==> src/sv/mdks_pkg.sv <==
`timescale 1ns / 1ps

package mdks_pkg;

  localparam int NUM_DIGITS = 11;
  localparam int DIG_W      = 4;
  localparam int WORD_W     = 16;
  localparam int SEL_W      = 11;
  localparam int KEY_W      = 4;
  localparam int MODE_WORD  = NUM_DIGITS - 1;
  localparam int IND_WORD   = NUM_DIGITS - 2;

  localparam logic [WORD_W-1:0] DOT_BIT  = 16'h4000;
  localparam logic [7:0]        CHAR_DOT = 8'h2E;

  typedef enum logic [2:0] {
    CMD_TICK       = 3'd0,
    CMD_PUT_CHAR   = 3'd1,
    CMD_SET_MODE   = 3'd2,
    CMD_OR_MODE    = 3'd3,
    CMD_CLEAR_MODE = 3'd4,
    CMD_SET_IND    = 3'd5,
    CMD_TOGGLE_IND = 3'd6,
    CMD_CLEAR      = 3'd7
  } cmd_t;

  // Screen update request handed from the control stage to the screen store.
  typedef struct packed {
    logic              en;
    cmd_t              command;
    logic [7:0]        char_code;
    logic [3:0]        position;
    logic [WORD_W-1:0] mode_bits;
    logic              indicator_on;
  } scr_upd_t;

  // Character generator for the 14-segment digits plus the dot segment.
  function automatic logic [WORD_W-1:0] glyph(input logic [7:0] c);
    logic [WORD_W-1:0] g;
    unique case (c)
      8'h6D: g = 16'h920C;  // m
      8'h2B: g = 16'h9240;  // +
      8'h2D: g = 16'h8200;  // -
      8'h6F: g = 16'h8E20;  // o
      8'h67: g = 16'h8232;  // g
      8'h2E: g = 16'h4000;  // .
      8'h64: g = 16'hA20E;  // d
      8'h3F: g = 16'h1222;  // ?
      8'h30: g = 16'h203E;
      8'h31: g = 16'h1040;
      8'h32: g = 16'hA226;
      8'h33: g = 16'h222A;
      8'h34: g = 16'h821A;
      8'h35: g = 16'hA238;
      8'h36: g = 16'hA23C;
      8'h37: g = 16'h002A;
      8'h38: g = 16'hA23E;
      8'h39: g = 16'hA23A;
      8'h41: g = 16'h823E;
      8'h42: g = 16'h326A;
      8'h43: g = 16'h2034;
      8'h44: g = 16'h306A;
      8'h45: g = 16'hA034;
      8'h46: g = 16'h8034;
      8'h47: g = 16'h223C;
      8'h48: g = 16'h821E;
      8'h49: g = 16'h3060;
      8'h4A: g = 16'h200E;
      8'h4B: g = 16'h8914;
      8'h4C: g = 16'h2014;
      8'h4D: g = 16'h0C1E;
      8'h4E: g = 16'h051E;
      8'h4F: g = 16'h203E;
      8'h50: g = 16'h8236;
      8'h51: g = 16'h213E;
      8'h52: g = 16'h8336;
      8'h53: g = 16'hA238;
      8'h54: g = 16'h1060;
      8'h55: g = 16'h201E;
      8'h56: g = 16'h0894;
      8'h57: g = 16'h019E;
      8'h58: g = 16'h0D80;
      8'h59: g = 16'hA21A;
      8'h5A: g = 16'h28A0;
      default: g = '0;
    endcase
    return g;
  endfunction

  // Keypad matrix: the driven digit is the column, the return line the row.
  function automatic logic [KEY_W-1:0] key_of(input logic [1:0] ret,
                                               input logic [DIG_W-1:0] d);
    logic [KEY_W-1:0] k;
    k = '0;
    if (ret == 2'd1 && d >= 4'd1 && d <= 4'd4) begin
      k = d;
    end else if (ret == 2'd2 && d >= 4'd1 && d <= 4'd4) begin
      k = d + 4'd4;
    end else if (ret == 2'd3 && d >= 4'd1 && d <= 4'd5) begin
      k = d + 4'd8;
    end
    return k;
  endfunction

endpackage

==> src/sv/mdks_if.sv <==
`timescale 1ns / 1ps

// Command channel into the scanner.
interface mdks_cmd_if;
  logic        valid;
  logic        ready;
  logic [2:0]  command;
  logic [7:0]  char_code;
  logic [3:0]  position;
  logic [15:0] mode_bits;
  logic        indicator_on;
  logic [1:0]  key_return;

  modport source (output valid, command, char_code, position, mode_bits,
                  indicator_on, key_return, input ready);
  modport sink (input valid, command, char_code, position, mode_bits,
                indicator_on, key_return, output ready);
endinterface

// Result channel out of the scanner.
interface mdks_res_if;
  logic        valid;
  logic        ready;
  logic        drive_valid;
  logic [15:0] segments;
  logic [10:0] digit_select_n;
  logic [3:0]  key_code;

  modport source (output valid, drive_valid, segments, digit_select_n, key_code,
                  input ready);
  modport sink (input valid, drive_valid, segments, digit_select_n, key_code,
                output ready);
endinterface

==> src/sv/mdks_screen.sv <==
`timescale 1ns / 1ps

module mdks_screen (
  input  logic                           clk,
  input  logic                           rst,
  input  mdks_pkg::scr_upd_t             upd,
  input  logic [mdks_pkg::DIG_W-1:0]     rd_addr,
  output logic [mdks_pkg::WORD_W-1:0]    rd_data
);
  import mdks_pkg::*;

  logic [WORD_W-1:0] words      [NUM_DIGITS];
  logic [WORD_W-1:0] words_next [NUM_DIGITS];
  logic              pos_ok;
  logic              dot_merge;
  logic [WORD_W-1:0] new_glyph;
  logic [WORD_W-1:0] old_dot;

  assign pos_ok    = upd.position < DIG_W'(MODE_WORD);
  assign dot_merge = (upd.char_code == CHAR_DOT) && (upd.position != '0);
  assign new_glyph = glyph(upd.char_code);
  assign old_dot   = words[IND_WORD] & DOT_BIT;

  // Each word decides its own next value, so no word is read at a chosen address
  // except for the display read.
  always_comb begin
    for (int j = 0; j < NUM_DIGITS; j++) begin
      words_next[j] = words[j];
      if (upd.en) begin
        unique case (upd.command)
          CMD_PUT_CHAR: begin
            if (pos_ok) begin
              if (dot_merge && (upd.position == DIG_W'(j + 1))) begin
                words_next[j] = words[j] | DOT_BIT;
              end else if (!dot_merge && (upd.position == DIG_W'(j))) begin
                words_next[j] = new_glyph;
              end
              if (j == IND_WORD) begin
                words_next[j] = words_next[j] | old_dot;
              end
            end
          end
          CMD_SET_MODE: begin
            if (j == MODE_WORD) words_next[j] = upd.mode_bits;
          end
          CMD_OR_MODE: begin
            if (j == MODE_WORD) words_next[j] = words[j] | upd.mode_bits;
          end
          CMD_CLEAR_MODE: begin
            if (j == MODE_WORD) words_next[j] = words[j] & ~upd.mode_bits;
          end
          CMD_SET_IND: begin
            if (j == IND_WORD) begin
              words_next[j] = upd.indicator_on ? (words[j] | DOT_BIT)
                                               : (words[j] & ~DOT_BIT);
            end
          end
          CMD_TOGGLE_IND: begin
            if (j == IND_WORD) words_next[j] = words[j] ^ DOT_BIT;
          end
          CMD_CLEAR: begin
            words_next[j] = (j == IND_WORD) ? old_dot : '0;
          end
          CMD_TICK: begin
            words_next[j] = words[j];
          end
        endcase
      end
    end
  end

  always_ff @(posedge clk) begin
    for (int j = 0; j < NUM_DIGITS; j++) begin
      if (rst) begin
        words[j] <= '0;
      end else begin
        words[j] <= words_next[j];
      end
    end
  end

  // The scan stage only presents addresses below NUM_DIGITS.
  assign rd_data = words[rd_addr];

endmodule

==> src/sv/mdks_scan.sv <==
`timescale 1ns / 1ps

module mdks_scan (
  input  logic                          clk,
  input  logic                          rst,
  input  logic                          step,
  input  logic [1:0]                    key_return,
  output logic [mdks_pkg::DIG_W-1:0]    digit,
  output logic [mdks_pkg::SEL_W-1:0]    select_n,
  output logic [mdks_pkg::KEY_W-1:0]    key
);
  import mdks_pkg::*;

  logic [DIG_W-1:0] scan_digit;
  logic [SEL_W-1:0] one_hot;

  // A stale index past the last digit restarts the scan at digit 0.
  assign digit    = (scan_digit >= DIG_W'(NUM_DIGITS)) ? '0 : scan_digit;
  assign one_hot  = {{(SEL_W-1){1'b0}}, 1'b1} << digit;
  assign select_n = ~one_hot;
  assign key      = key_of(key_return, digit);

  always_ff @(posedge clk) begin
    if (rst) begin
      scan_digit <= '0;
    end else if (step) begin
      scan_digit <= digit + DIG_W'(1);
    end
  end

endmodule

==> src/sv/mux_display_keypad_scanner.sv <==
`timescale 1ns / 1ps

// Multiplexed 14-segment display and keypad scanner.
// Words arrive on the cmd channel: a tick drives the next digit, the other
// commands place characters, change the mode annunciators or the indicator
// dot, or clear the screen. Every word gives exactly one word on the res
// channel; only a tick's result has drive_valid set and carries the digit's
// segments, the active-low one-cold select and the decoded keypad code.
// A command word is registered in an input stage, then the screen update and
// the drive decode happen in one pass into the result register, so the
// result is presented from the result register once its word leaves the
// input stage; one word can be taken every cycle while the receiver keeps
// res.ready high. A screen write is visible to the very next tick.
// When the receiver stalls, the result register holds and the input stage
// still takes one more word; after that cmd.ready drops until res.ready
// returns. Synchronous reset empties both stages, blanks all screen words
// and restarts the scan at digit 0.
module mux_display_keypad_scanner (
  input logic       clk,
  input logic       rst,
  mdks_cmd_if.sink  cmd,
  mdks_res_if.source res
);
  import mdks_pkg::*;

  // Input stage.
  logic        s1_valid;
  cmd_t        s1_command;
  logic [7:0]  s1_char_code;
  logic [3:0]  s1_position;
  logic [15:0] s1_mode_bits;
  logic        s1_indicator_on;
  logic [1:0]  s1_key_return;

  // Result register.
  logic        o_valid;
  logic        o_drive_valid;
  logic [15:0] o_segments;
  logic [10:0] o_digit_select_n;
  logic [3:0]  o_key_code;

  logic               advance;
  logic               is_tick;
  scr_upd_t           upd;
  logic [DIG_W-1:0]   digit;
  logic [SEL_W-1:0]   select_n;
  logic [KEY_W-1:0]   key;
  logic [WORD_W-1:0]  rd_data;

  // The input stage moves on whenever the result register is empty or is
  // being emptied in this cycle.
  assign advance   = s1_valid && (!o_valid || res.ready);
  assign cmd.ready = !s1_valid || advance;
  assign is_tick   = (s1_command == CMD_TICK);

  assign upd.en           = advance && !is_tick;
  assign upd.command      = s1_command;
  assign upd.char_code    = s1_char_code;
  assign upd.position     = s1_position;
  assign upd.mode_bits    = s1_mode_bits;
  assign upd.indicator_on = s1_indicator_on;

  mdks_screen u_screen (
    .clk     (clk),
    .rst     (rst),
    .upd     (upd),
    .rd_addr (digit),
    .rd_data (rd_data)
  );

  mdks_scan u_scan (
    .clk        (clk),
    .rst        (rst),
    .step       (advance && is_tick),
    .key_return (s1_key_return),
    .digit      (digit),
    .select_n   (select_n),
    .key        (key)
  );

  always_ff @(posedge clk) begin
    if (rst) begin
      s1_valid <= 1'b0;
      o_valid  <= 1'b0;
    end else begin
      if (cmd.ready) s1_valid <= cmd.valid;
      if (advance) begin
        o_valid <= 1'b1;
      end else if (res.ready) begin
        o_valid <= 1'b0;
      end
    end
  end

  // Payload registers carry no reset.
  always_ff @(posedge clk) begin
    if (cmd.valid && cmd.ready) begin
      s1_command      <= cmd_t'(cmd.command);
      s1_char_code    <= cmd.char_code;
      s1_position     <= cmd.position;
      s1_mode_bits    <= cmd.mode_bits;
      s1_indicator_on <= cmd.indicator_on;
      s1_key_return   <= cmd.key_return;
    end
    if (advance) begin
      o_drive_valid    <= is_tick;
      o_segments       <= is_tick ? rd_data : '0;
      o_digit_select_n <= is_tick ? select_n : '1;
      o_key_code       <= is_tick ? key : '0;
    end
  end

  assign res.valid          = o_valid;
  assign res.drive_valid    = o_drive_valid;
  assign res.segments       = o_segments;
  assign res.digit_select_n = o_digit_select_n;
  assign res.key_code       = o_key_code;

  // A tick drives exactly one digit.
  a_one_cold: assert property (@(posedge clk) disable iff (rst)
    (res.valid && res.drive_valid) |-> ($countones(~res.digit_select_n) == 1))
    else $error("digit drive is not one-cold");

  // A non-tick result drives nothing.
  a_idle_drive: assert property (@(posedge clk) disable iff (rst)
    (res.valid && !res.drive_valid) |->
      (res.digit_select_n == '1 && res.segments == '0 && res.key_code == '0))
    else $error("non-tick result drives the display");

  // A tick leaving the input stage shows up as a drive result next cycle.
  a_tick_result: assert property (@(posedge clk) disable iff (rst)
    (advance && is_tick) |=> (res.valid && res.drive_valid))
    else $error("tick did not produce a drive result");

  // Keys are only reported on the keypad columns.
  a_key_column: assert property (@(posedge clk) disable iff (rst)
    (res.valid && res.key_code != '0) |->
      (res.digit_select_n[0] && res.key_code <= 4'd13))
    else $error("key reported outside the keypad columns");

endmodule

==> src/flat_wrapper.sv <==
// flat-port wrapper written by rule: the top's interface ports become plain ports
module mux_display_keypad_scanner_flat import mdks_pkg::*;
  (clk, rst, cmd_valid, cmd_command, cmd_char_code, cmd_position, cmd_mode_bits, cmd_indicator_on, cmd_key_return, cmd_ready, res_valid, res_drive_valid, res_segments, res_digit_select_n, res_key_code, res_ready);
  mdks_cmd_if cmd_i ();
  mdks_res_if res_i ();
  input logic clk;
  input logic rst;
  input wire logic [$bits(cmd_i.valid)-1:0] cmd_valid;
  input wire logic [$bits(cmd_i.command)-1:0] cmd_command;
  input wire logic [$bits(cmd_i.char_code)-1:0] cmd_char_code;
  input wire logic [$bits(cmd_i.position)-1:0] cmd_position;
  input wire logic [$bits(cmd_i.mode_bits)-1:0] cmd_mode_bits;
  input wire logic [$bits(cmd_i.indicator_on)-1:0] cmd_indicator_on;
  input wire logic [$bits(cmd_i.key_return)-1:0] cmd_key_return;
  output wire logic [$bits(cmd_i.ready)-1:0] cmd_ready;
  output wire logic [$bits(res_i.valid)-1:0] res_valid;
  output wire logic [$bits(res_i.drive_valid)-1:0] res_drive_valid;
  output wire logic [$bits(res_i.segments)-1:0] res_segments;
  output wire logic [$bits(res_i.digit_select_n)-1:0] res_digit_select_n;
  output wire logic [$bits(res_i.key_code)-1:0] res_key_code;
  input wire logic [$bits(res_i.ready)-1:0] res_ready;
  assign cmd_i.valid = cmd_valid;
  assign cmd_i.command = cmd_command;
  assign cmd_i.char_code = cmd_char_code;
  assign cmd_i.position = cmd_position;
  assign cmd_i.mode_bits = cmd_mode_bits;
  assign cmd_i.indicator_on = cmd_indicator_on;
  assign cmd_i.key_return = cmd_key_return;
  assign cmd_ready = cmd_i.ready;
  assign res_valid = res_i.valid;
  assign res_drive_valid = res_i.drive_valid;
  assign res_segments = res_i.segments;
  assign res_digit_select_n = res_i.digit_select_n;
  assign res_key_code = res_i.key_code;
  assign res_i.ready = res_ready;
  mux_display_keypad_scanner u_core (.clk(clk), .rst(rst), .cmd(cmd_i), .res(res_i));
endmodule
==> config.mk <==
export PLATFORM = sky130hd
export DESIGN_NAME = mux_display_keypad_scanner_flat
export DESIGN_NICKNAME = d
export VERILOG_FILES = /design/src/sv/mdks_pkg.sv /design/src/sv/mdks_if.sv /design/src/sv/mdks_screen.sv /design/src/sv/mdks_scan.sv /design/src/sv/mux_display_keypad_scanner.sv /design/src/flat_wrapper.sv
export SDC_FILE = /design/constraint.sdc
export NUM_CORES = 1
export LEC_CHECK = 0
export BUFFER_PORTS_ARGS = -buffer_cell sky130_fd_sc_hd__buf_4
export CAP_MARGIN = 15
export CORE_MARGIN = 2
export CORE_UTILIZATION = 45
export DETAILED_ROUTE_END_ITERATION = 12
export GPL_TIMING_DRIVEN = 0
export PLACE_DENSITY = 0.67
export SETUP_SLACK_MARGIN = 0.5
export SYNTH_ARGS = -nofsm -noshare
export SYNTH_HDL_FRONTEND = slang
export SYNTH_HIERARCHICAL = 1
export SYNTH_SLANG_ARGS = --single-unit
==> constraint.sdc <==
create_clock -name clk -period 7.01 [get_ports clk]
set_clock_uncertainty 0.15 [all_clocks]
set_input_delay 0.3505 -clock clk [delete_from_list [all_inputs] [get_ports clk]]
set_output_delay 0.3505 -clock clk [all_outputs]
set_load 0.005 [all_outputs]
==> impl_metrics.yaml <==
logic_synthesis:
  synth_seq_cells: 238
  synth_edf_count: 201
  syn_area_sq_mm: 0.0119
  ys_dominant_reg_cell: "edfxtp_1"
  async_flop_share_pct: 0
  synth_xor_area_share_pct: 0.220
  synth_compound_area_share_pct: 11.4
  synth_area_leaders: "edfxtp_1, mux4_2, dfxtp_1"
  yosysWarnings: 6
  synthCells: 975
  synth_simple_gate_area_share_pct: 15.4
  synth_top_family_by_area: "simple AND/OR/NAND/NOR gates"
  yosysMostFrequentCell: "edfxtp_1"
  yosys.area.top_type: "edfxtp_1"
  yosysUniqueCellTypes: 82
  synthMuxAreaShare_pct: 10.5
  netlist.area_leader.share_pct: 50.6
  syn_area_per_cell_sq_um: 12.2
  syn_nets: 1029
  netlist_top_cells_count: "edfxtp_1, nor2_1, nand2_1"
  synthAdderAreaFrac_pct: 1.68
  yosysSeqAreaShare_pct: 56.8
cts:
  cts_root_buf: "clkbuf_16"
  cts.repair.resized: 0
  cts.sinks: 238
  clk_pin_slew_ns: 0.06
  tritoncts: "built"
  clock_latency_ns: 0.53
  postCtsHoldBufs: 37
  postCtsSetupBuffers: 0
  cts_buffers: 27
  htreeDepth: 1
  cts_buffer_depth: 3
timing:
  grt_setup_unrepaired: "no"
  period_share_pct: 50.6
  final-setup-viol-count: 0
  drv_slew: 0
  fin_setup_tns_ns: 0
  fmaxAchievable_mhz: 282
  fin_crit_ns: 3.55
  tightest_slew_ns: 1.09
  slew_headroom_pct: 27.4
  hold_violations: 0
placement:
  dpl.hpwl_microns: 21900
  io_buffers: 71
  place.gp.congestion: 0.958
  dp.cells: 1382
critical_path:
  cp-start-kind: "register"
  cp.arrival_ns: 3.49
  criticalPathCategory: "reg2reg"
  cp-end-kind: "register"
  required_ns: 6.95
  worstRegToRegCells: 9
  path_max_fanout: 14
detailed_routing:
  num_vias: 8482
  ant_nets: 0
  wl_per_cell_microns: 21.2
  drcViolationCount: 0
  wirelength_microns: 31200
  firstDrtPassIters: 5
  drtIter0Drc: 856
  routed_via_density: 5.77
pwr:
  leakagePower_nw: 4.85
  ir_drop_mv: 0.211
  power_mw: 3.23
  power_density_mw_per_mm2: 229
global_routing:
  grt_pass1_wl_microns: 48200
  grt_max_degree: 35
  grt_remaining_overflow: 0
  track_usage_pct: 22.3
  grt_pass1_vias: 8455
  antenna_found_initial: 0
run:
  drv_cap: 0
die:
  initial_core_util_pct: 45.7
  boundaryPins: 72
  row_count: 59
  coreArea_sq_mm: 0.0261
  dieWidth_microns: 167
  die_h_microns: 167
  fp.dieArea_sq_mm: 0.0278
min_path:
  whs_path_depth: 3
  hold_class: "in2reg"
layout:
  diodes: 0
  fill_cells: 2272
  area_growth_pct: 18.5
  drive_gt1_share_pct: 22.4
  instances_no_fill: 1469
  final_util_pct: 54.2
  nets: 1167
outcome:
  status: "completed"
metal layers:
layer	wire, microns	up-vias	track usage (%)
met1	13200	4199	30.1
met4	1110	0	7.91
met5	0	-	0
li1	-	3907	-
met3	1880	57	2.69
met2	15100	319	37.4
flip-flops by register name (all words and copies together) (netlist names):
name	flops
u_core/res.drive_valid	1
u_core/s1_indicator_on	1
u_core/res.valid	1
u_core/s1_command	3
u_core/res.segments	16
u_core/s1_key_return	2
u_core/s1_char_code	8
u_core/s1_position	4
u_core/res.digit_select_n	11
u_core/s1_valid	1
u_core/s1_mode_bits	16
u_core/u_screen/words	166
u_core/res.key_code	4
u_core/u_scan/scan_digit	4
cell families (layout without fill, tap and decap cells):
kind of cell    count (synthesis)  in the layout
buf+inv                        88            247
flops                         238            238
compound gates                193            193
fa+ha+maj                      16             16
xor+xnor                        3              3
simple gates                  371            371
mux                            66             66
path summary, 6_finish.rpt:
path | startpoint | end | slack (ns)
worst max register to register | u_core/s1_command[2]$_DFFE_PP_ | u_core/u_screen/words[5][6]$_SDFFCE_PP0P_ | 3.46
worst min-delay path | res_ready | u_core/res.valid$_SDFFE_PP0P_ | 0.02
worst min register to register | u_core/u_screen/words[9][9]$_SDFFE_PP0P_ | u_core/u_screen/words[9][9]$_SDFFE_PP0P_ | 0.30
worst max-delay path | u_core/s1_command[2]$_DFFE_PP_ | u_core/u_screen/words[5][6]$_SDFFCE_PP0P_ | 3.46
report_power, final:
| part | leakage [nW] | total, mW | internal [mW] | switching [mW] |
|---|---|---|---|---|
| sequential | 2.30 | 1.61 | 1.58 | 0.0235 |
| combinational | 2.12 | 0.285 | 0.117 | 0.168 |
| clock | 0.426 | 1.34 | 0.779 | 0.562 |
| total | 4.85 | 3.23 | 2.48 | 0.754 |
through the flow:
step | area, sq um | hold slack [ns] | setup slack [ns]
after floorplan | 11900 | 0.269 | 4.23
after global placement | 12900 | 0.279 | 3.57
after detailed placement | 12900 | 0.288 | 3.54
after CTS | 14100 | 0.00340 | 3.54
after global routing | 14100 | 0.0273 | 3.20
final | 14100 | 0.0220 | 3.46
cell type report:
cell class | count | area [sq um] | area share [%]
sequential | 238 | 6780 | 48.0
multi-input combinational | 649 | 4670 | 33.1
inverter | 19 | 71.3 | 0.505
clock buffer | 37 | 777 | 5.50
tap | 335 | 419 | 2.97
clock inverter | 13 | 77.6 | 0.549
timing repair buffer | 109 | 931 | 6.59
buffer | 69 | 399 | 2.83
cell usage in the layout (no fill, tap or decap), types with 29 or more instances in the layout:
cell and instances:
edfxtp_1 201, nor2_1 146, buf_4 75, nand2_1 64, o21ai_0 61, mux4_2 46
dlygate4sd3_1 37, dfxtp_1 37, clkbuf_1 34, nand2b_1 32, a21oi_1 31, clkbuf_16 29
critical path: stages, from the launching register on:
cell,delay [ns]
edfxtp_1,0.42
nor3_4,0.09
buf_4,0.19
nor3b_1,0.40
clkbuf_1,0.39
and3_1,0.34
clkbuf_1,0.39
o21ai_0,0.17
nand2_1,0.11
nand2_1,0.45
No activity file was read; power rests on OpenSTA's default activity.
